`src/hw/rtl/gradient_edge_magnitude_3x3_macros.svh`:
```
// Assertion macros for the RTL; included by the controller.
`ifndef GRADIENT_EDGE_MAGNITUDE_3X3_MACROS_SVH
`define GRADIENT_EDGE_MAGNITUDE_3X3_MACROS_SVH

// Same-cycle implication, disabled while reset is asserted.
`define GEM_ASSERT_NOW(label, clk, rstn, ante, cons, msg) \
    label: assert property (@(posedge clk) disable iff (!(rstn)) (ante) |-> (cons)) \
        else $error(msg);

// Next-cycle implication, disabled while reset is asserted.
`define GEM_ASSERT_NEXT(label, clk, rstn, ante, cons, msg) \
    label: assert property (@(posedge clk) disable iff (!(rstn)) (ante) |=> (cons)) \
        else $error(msg);

`endif

```
`src/hw/rtl/gem_pkg.sv`:
```
package gem_pkg;

    // Configuration port
    localparam int CFG_W     = 13;
    localparam int REG_IDX_W = 2;
    localparam logic [REG_IDX_W-1:0] REG_FRAME_WIDTH    = 2'd0;
    localparam logic [REG_IDX_W-1:0] REG_FRAME_HEIGHT   = 2'd1;
    localparam logic [REG_IDX_W-1:0] REG_EDGE_THRESHOLD = 2'd2;
    localparam logic [REG_IDX_W-1:0] REG_GRADIENT_KIND  = 2'd3;

    // Mask set codes
    localparam logic [1:0] KIND_SOBEL   = 2'd0;
    localparam logic [1:0] KIND_PREWITT = 2'd1;
    localparam logic [1:0] KIND_SCHARR  = 2'd2;

    // Datapath widths
    localparam int PIX_W   = 8;
    localparam int GRAD_W  = 13;
    localparam int ABS_W   = 12;
    localparam int SQ_W    = 24;
    localparam int SUM_W   = 25;
    localparam int RAD_W   = 16;
    localparam int ROOT_W  = 8;
    localparam int THR_W   = 9;

    localparam logic [ROOT_W-1:0] MAG_LIMIT    = 8'd255;
    localparam logic [SUM_W-1:0]  MAG_LIMIT_SQ = 25'd65025;

    typedef logic signed [GRAD_W-1:0] grad_t;

    // Controller to datapath
    typedef struct packed {
        logic load_px;   // latch pixel, read both line buffers
        logic shift;     // advance window, write lines, step counters
        logic grad;      // form both gradients
        logic square;    // square both gradients
        logic sum;       // add squares, start root
        logic load_out;  // fill the output register
    } gem_cmd_t;

    // Datapath to controller
    typedef struct packed {
        logic interior;
        logic root_done;
    } gem_stat_t;

    // Corner weight: 3 for Scharr, 1 otherwise
    function automatic grad_t wt_corner(logic [1:0] kind, grad_t x);
        grad_t r;
        unique case (kind)
            KIND_SCHARR: r = x + (x <<< 1);
            default:     r = x;
        endcase
        return r;
    endfunction

    // Edge weight: 2 for Sobel, 1 for Prewitt, 10 for Scharr
    function automatic grad_t wt_edge(logic [1:0] kind, grad_t x);
        grad_t r;
        unique case (kind)
            KIND_PREWITT: r = x;
            KIND_SCHARR:  r = (x <<< 3) + (x <<< 1);
            default:      r = x <<< 1;
        endcase
        return r;
    endfunction

endpackage

```
`src/hw/rtl/gem_ctrl.sv`:
```
`include "gradient_edge_magnitude_3x3_macros.svh"

module gem_ctrl (
    input  logic                aclk,
    input  logic                aresetn,
    input  logic                s_valid,
    output logic                s_ready,
    output logic                m_valid,
    input  logic                m_ready,
    output gem_pkg::gem_cmd_t   cmd,
    input  gem_pkg::gem_stat_t  stat
);
    import gem_pkg::*;

    localparam logic [2:0] ST_IDLE = 3'd0;
    localparam logic [2:0] ST_RD   = 3'd1;
    localparam logic [2:0] ST_GRAD = 3'd2;
    localparam logic [2:0] ST_SQR  = 3'd3;
    localparam logic [2:0] ST_SUM  = 3'd4;
    localparam logic [2:0] ST_ROOT = 3'd5;
    localparam logic [2:0] ST_EMIT = 3'd6;

    logic [2:0] state_reg;
    logic [2:0] state_next;
    logic       m_valid_reg;
    logic       accept;

    assign s_ready = (state_reg == ST_IDLE);
    assign accept  = s_valid && s_ready;
    assign m_valid = m_valid_reg;

    // Sequence one item through the datapath
    always_comb begin
        cmd        = '0;
        state_next = state_reg;
        unique case (state_reg)
            ST_IDLE: begin
                if (accept) begin
                    cmd.load_px = 1'b1;
                    state_next  = ST_RD;
                end
            end
            ST_RD: begin
                cmd.shift  = 1'b1;
                state_next = stat.interior ? ST_GRAD : ST_IDLE;
            end
            ST_GRAD: begin
                cmd.grad   = 1'b1;
                state_next = ST_SQR;
            end
            ST_SQR: begin
                cmd.square = 1'b1;
                state_next = ST_SUM;
            end
            ST_SUM: begin
                cmd.sum    = 1'b1;
                state_next = ST_ROOT;
            end
            ST_ROOT: begin
                if (stat.root_done) begin
                    state_next = ST_EMIT;
                end
            end
            ST_EMIT: begin
                if (!m_valid_reg || m_ready) begin
                    cmd.load_out = 1'b1;
                    state_next   = ST_IDLE;
                end
            end
            default: state_next = ST_IDLE;
        endcase
    end

    always_ff @(posedge aclk) begin
        if (!aresetn) begin
            state_reg   <= ST_IDLE;
            m_valid_reg <= 1'b0;
        end else begin
            state_reg <= state_next;
            if (cmd.load_out) begin
                m_valid_reg <= 1'b1;
            end else if (m_ready) begin
                m_valid_reg <= 1'b0;
            end
        end
    end

    `GEM_ASSERT_NOW(a_no_overwrite, aclk, aresetn, cmd.load_out, !m_valid_reg || m_ready, "result overwritten before taken")
    `GEM_ASSERT_NEXT(a_accept_reads, aclk, aresetn, accept, state_reg == ST_RD, "accepted item not sent to line read")
    `GEM_ASSERT_NOW(a_root_in_wait, aclk, aresetn, stat.root_done, state_reg == ST_ROOT, "root finished outside its wait state")

endmodule

```
`config.mk`:
```
export PLATFORM = sky130hd
export DESIGN_NAME = gem_ctrl
export DESIGN_NICKNAME = d
export VERILOG_FILES = /design/src/hw/rtl/gem_pkg.sv /design/src/hw/rtl/gem_ctrl.sv
export VERILOG_INCLUDE_DIRS = /design/src /design/src/hw/rtl
export SDC_FILE = /design/constraint.sdc
export NUM_CORES = 1
export LEC_CHECK = 0
export BUFFER_PORTS_ARGS = -buffer_cell sky130_fd_sc_hd__buf_2
export CORE_AREA = 10 10 47 49
export CTS_BUF_LIST = sky130_fd_sc_hd__clkbuf_4 sky130_fd_sc_hd__clkbuf_8
export CTS_CLUSTER_DIAMETER = 40
export DETAILED_ROUTE_END_ITERATION = 6
export DIE_AREA = 0 0 57 59
export GPL_TIMING_DRIVEN = 0
export PLACE_DENSITY = 0.46
export REMOVE_ABC_BUFFERS = 1
export SYNTH_ARGS = -nofsm -noshare
export SYNTH_HDL_FRONTEND = slang
export SYNTH_SLANG_ARGS = --single-unit
```
`constraint.sdc`:
```
create_clock -name aclk -period 1.4 [get_ports aclk]
set_clock_uncertainty 0.05 [all_clocks]
set_input_delay 0.28 -clock aclk [delete_from_list [all_inputs] [get_ports aclk]]
set_output_delay 0.28 -clock aclk [all_outputs]
set_load 0.02 [all_outputs]
```
**Word level (Yosys, flattened, before mapping)**

Cells that the tools add are included.

- Register bits after elaboration: 4
- Input port bits: 6
- Output and inout bits: 8

- Eq/ne operators: 9
- Mux-type cells: 15
- Reduce and logical (&&, ||, !) cells: 6

Operator list:

| operator | count |
|---|---|
| $pmux 3 s7 | 1 |
| $mux 1 | 10 |
| $eq 3x3->1 const B | 3 |
| $mux 3 | 3 |
| $eq 3x2->1 const B | 2 |
| $ne 2x2->1 const B | 2 |
| $eq 3x1->1 const B | 1 |
| $logic_not 3->1 | 1 |
| $reduce_and 3->1 | 1 |
| $mux 2 | 1 |
| $ne 2x1->1 const B | 1 |
| $reduce_bool 2->1 | 1 |
| $logic_and 1x1->1 | 1 |
| $logic_not 1->1 | 1 |
| $logic_or 1x1->1 | 1 |

**Logic depth before layout (Yosys ltp)**

- Word-level depth: 5
- Depth in mapped cells: 4
- Gate-level depth less buffers: 3

**Least setup slack after synthesis**

Ideal clock, no wire load.

- Path type: reg2out
- Start point: register state_reg[2]
- End point: output cmd[5] (netlist bit)
- Arrival time: 1,233 ps
- Data required time: 1,070 ps
- Path slack: -163 ps
- Cell stages (with the launch flop): 4
- Cell sequence: dfxtp_1 > buf_6 > nor3_1 > and2_1

RTL lines:

| element | line | source |
|---|---|---|
| start, declared | gem_ctrl.sv:23 | `logic [2:0] state_reg;` |
| start signal, assigned | gem_ctrl.sv:79 | `state_reg <= state_next;` |
| end, declared | gem_ctrl.sv:10 | `output gem_pkg::gem_cmd_t cmd,` |

==> impl_metrics.yaml <==
placed_design:
  post_dp_cell_area_um2: 317
  place_inst: 57
  dp_slack_ns: 0.0478
  dp_hpwl_um: 559
  port_buffers: 13
  gp_congestion: 0.629
timing:
  min_period_ns: 1.41
  tightest_slew_ns: 0.148
  slew_viol_final: 0
  clock.fmax_mhz: 707
  rsz0062_at_grt: "true"
  max-slew-margin-rel_pct: 90.0
  fin_ws_ns: -0.0145
  period_share_pct: 101
  finalSetupViolations: 1
  whs_ns: 0.266
  finalHoldViolCount: 0
  tns_ns: -0.0145
cts:
  cts.clk_slew.worst_paths_ns: 0.04
  postCtsHoldBufs: 0
  cts-htree-levels: 1
  insertion_delay_ns: 0.24
  clk_path_buf_depth: 2
  cts_tree: "built"
  cts_buffers: 3
  cts.sinks: 4
  cts-root-buf: "clkbuf_4"
global_route:
  track_usage_pct: 4.54
  grt_overflow: 0
  grt_pass1_wl_um: 1160
  gr-usage-met1_pct: 3.91
  gr-usage-met3_pct: 3.00
  grt_use_met2_pct: 7.13
  grt_antenna_before_repair: 0
  busiest_layer: "met2"
  grt_pass1_vias: 292
  grt_max_degree: 10
synth:
  syn_area_um2: 243
  syn_avg_cell_area_um2: 8.37
  yosysWarningCount: 0
  yosysTopAreaCellShare_pct: 33.0
  yosysTopAreaCell: "dfxtp_1"
  synth_top_family_by_area: "simple AND/OR/NAND/NOR gates"
  synth_cell_types: 18
  synth_compound_area_share_pct: 16.0
  synthCells: 29
  synth_area_leaders: "dfxtp_1, nor3_1, and3_1"
  synthAdderAreaFrac_pct: 0
  yosysSeqAreaShare_pct: 33.0
  synth_simple_gate_area_share_pct: 37.1
  synth_xor_area_share_pct: 0
  synth_mux_area_share_pct: 6.19
  ys_seq_elements: 4
cells_and_area:
  area_delta_synth_final_pct: 75.8
  drive_gt1_share_pct: 61.7
  multi_input_area_um2: 174
  n_fill_cell: 162
  stdcell_count: 63
  largest_reg_flops: 3
  seq_area_um2: 91.3
  stdcell_area_um2: 427
  postLayoutCoreUtil_pct: 30.4
  num_antenna_cells: 0
  nNetsFinal: 55
worst_setup_path:
  path_class: "reg -> out"
  crit_slowest_cell: "dfxtp_4"
  path_max_fanout: 8
  crit_arrival_ns: 1.08
  required_ns: 1.07
  crit_buf_inv: 1
  cp-end-kind: "output pin"
  start_kind: "flip-flop"
  path_delay_family: "flip-flops"
  max_stage_delay_ns: 0.39
  path_cells: "nor2b_4 > and3_4 > buf_6"
die:
  floorplan.die.height_um: 59
  die_area_um2: 3360
  fp.dieW_um: 57
  core-area_um2: 1400
  rows: 14
  num_io_pins: 14
  start_util_pct: 17.3
drt:
  first_iter_violations: 5
  drc: 0
  avgViaCountPerCell: 4.46
  routedWlPerCell_um: 12.0
  drtPass1Iterations: 2
  vias: 281
  antenna_left: 0
  drt_wl_total_um: 756
power_and_ir_drop:
  total_power_mw: 0.359
  leakagePower_nw: 0.195
  power_density_nw_per_um2: 842
  ir_drop_mv: 0.296
job:
  maxCapViolations: 0
status:
  status: "finished with violations"
  violations: "negative setup slack"
min_path:
  hold_path.class: "in -> reg"
[layout make-up]
cell class                      count  share of cell area [%]
Clock buffer                        3                    5.28
Inverter                            2                    2.35
Multi-Input combinational cell     22                    40.8
Sequential cell                     4                    21.4
Tap cell                           16                    4.69
Timing Repair Buffer               16                    25.5
[logic make-up after synthesis]
kind of cell	after synthesis
DFF	4
buffers and inverters	3
muxes	1
AOI/OAI and AO/OA	6
and+or+nand+nor	15
[worst register-to-register path, cell delays in order, from the launching register on]
cell	delay, ns
dfxtp_4	0.40
mux2_4	0.31
and4_1	0.20
a31o_1	0.18
[final timing paths]
check | from | end | slack, ns | cells after the start
hold reg to reg | m_valid | m_valid | 0.51 | 2
setup / recovery | state_reg[1] | cmd[0] | -0.01 | 3
hold / removal | aresetn | state_reg[2] | 0.27 | 2
setup reg to reg | state_reg[2] | state_reg[1] | 0.16 | 3
[per-layer routing]
metal,vias up,part of all wire [%]
met2,9,48
met3,2,10
met5,-,0
li1,143,-
met4,0,2.2
met1,127,39
[report_power, final]
group,total (mW),internal (mW),switching (mW)
Combinational,0.0813,0.0441,0.0372
Sequential,0.132,0.118,0.0144
Clock,0.146,0.0961,0.0499
Total,0.359,0.258,0.102
[cell usage after synthesis]
cell and instances:
nor2b_1 1, mux2_4 1, nand2_1 2, and2_1 1, a21oi_1 2, o21ai_0 1
nand2b_1 1, and3_1 3, a31o_1 1, and4_1 1, a21boi_0 1, or3b_1 1
buf_6 1, o21a_1 1, inv_1 2, nor3_1 4, and3_2 1, dfxtp_1 4
[placed cells by master (no fill, tap or decap)]
cell type  Yosys  routed
a21oi_1        2       2
nand2b_1       1       1
nand2_1        2       2
or3b_1         1       1
nor3_2         0       1
nor3_4         0       1
o21a_1         1       1
and3_1         3       3
buf_6          1       3
nor2b_4        0       1
inv_1          2       1
and3_4         0       1
o21ai_0        1       1
clkbuf_4       0       3
and4_1         1       1
dfxtp_4        0       3
buf_2          0       9
a21boi_0       1       1
inv_4          0       1
a31o_1         1       1
buf_4          0       4
nor3_1         4       2
dfxtp_1        4       1
mux2_4         1       1
and2_4         0       1
[timing repair]
item / 4_1_cts / 5_1_grt
setup buffers: 2 / 1
gates cloned: 0 / 0
pin swaps: 1 / 2
gates resized for setup: 13 / 9
endpoints found under the setup margin: 6 / 3
(Power assumes the default switching activity.)
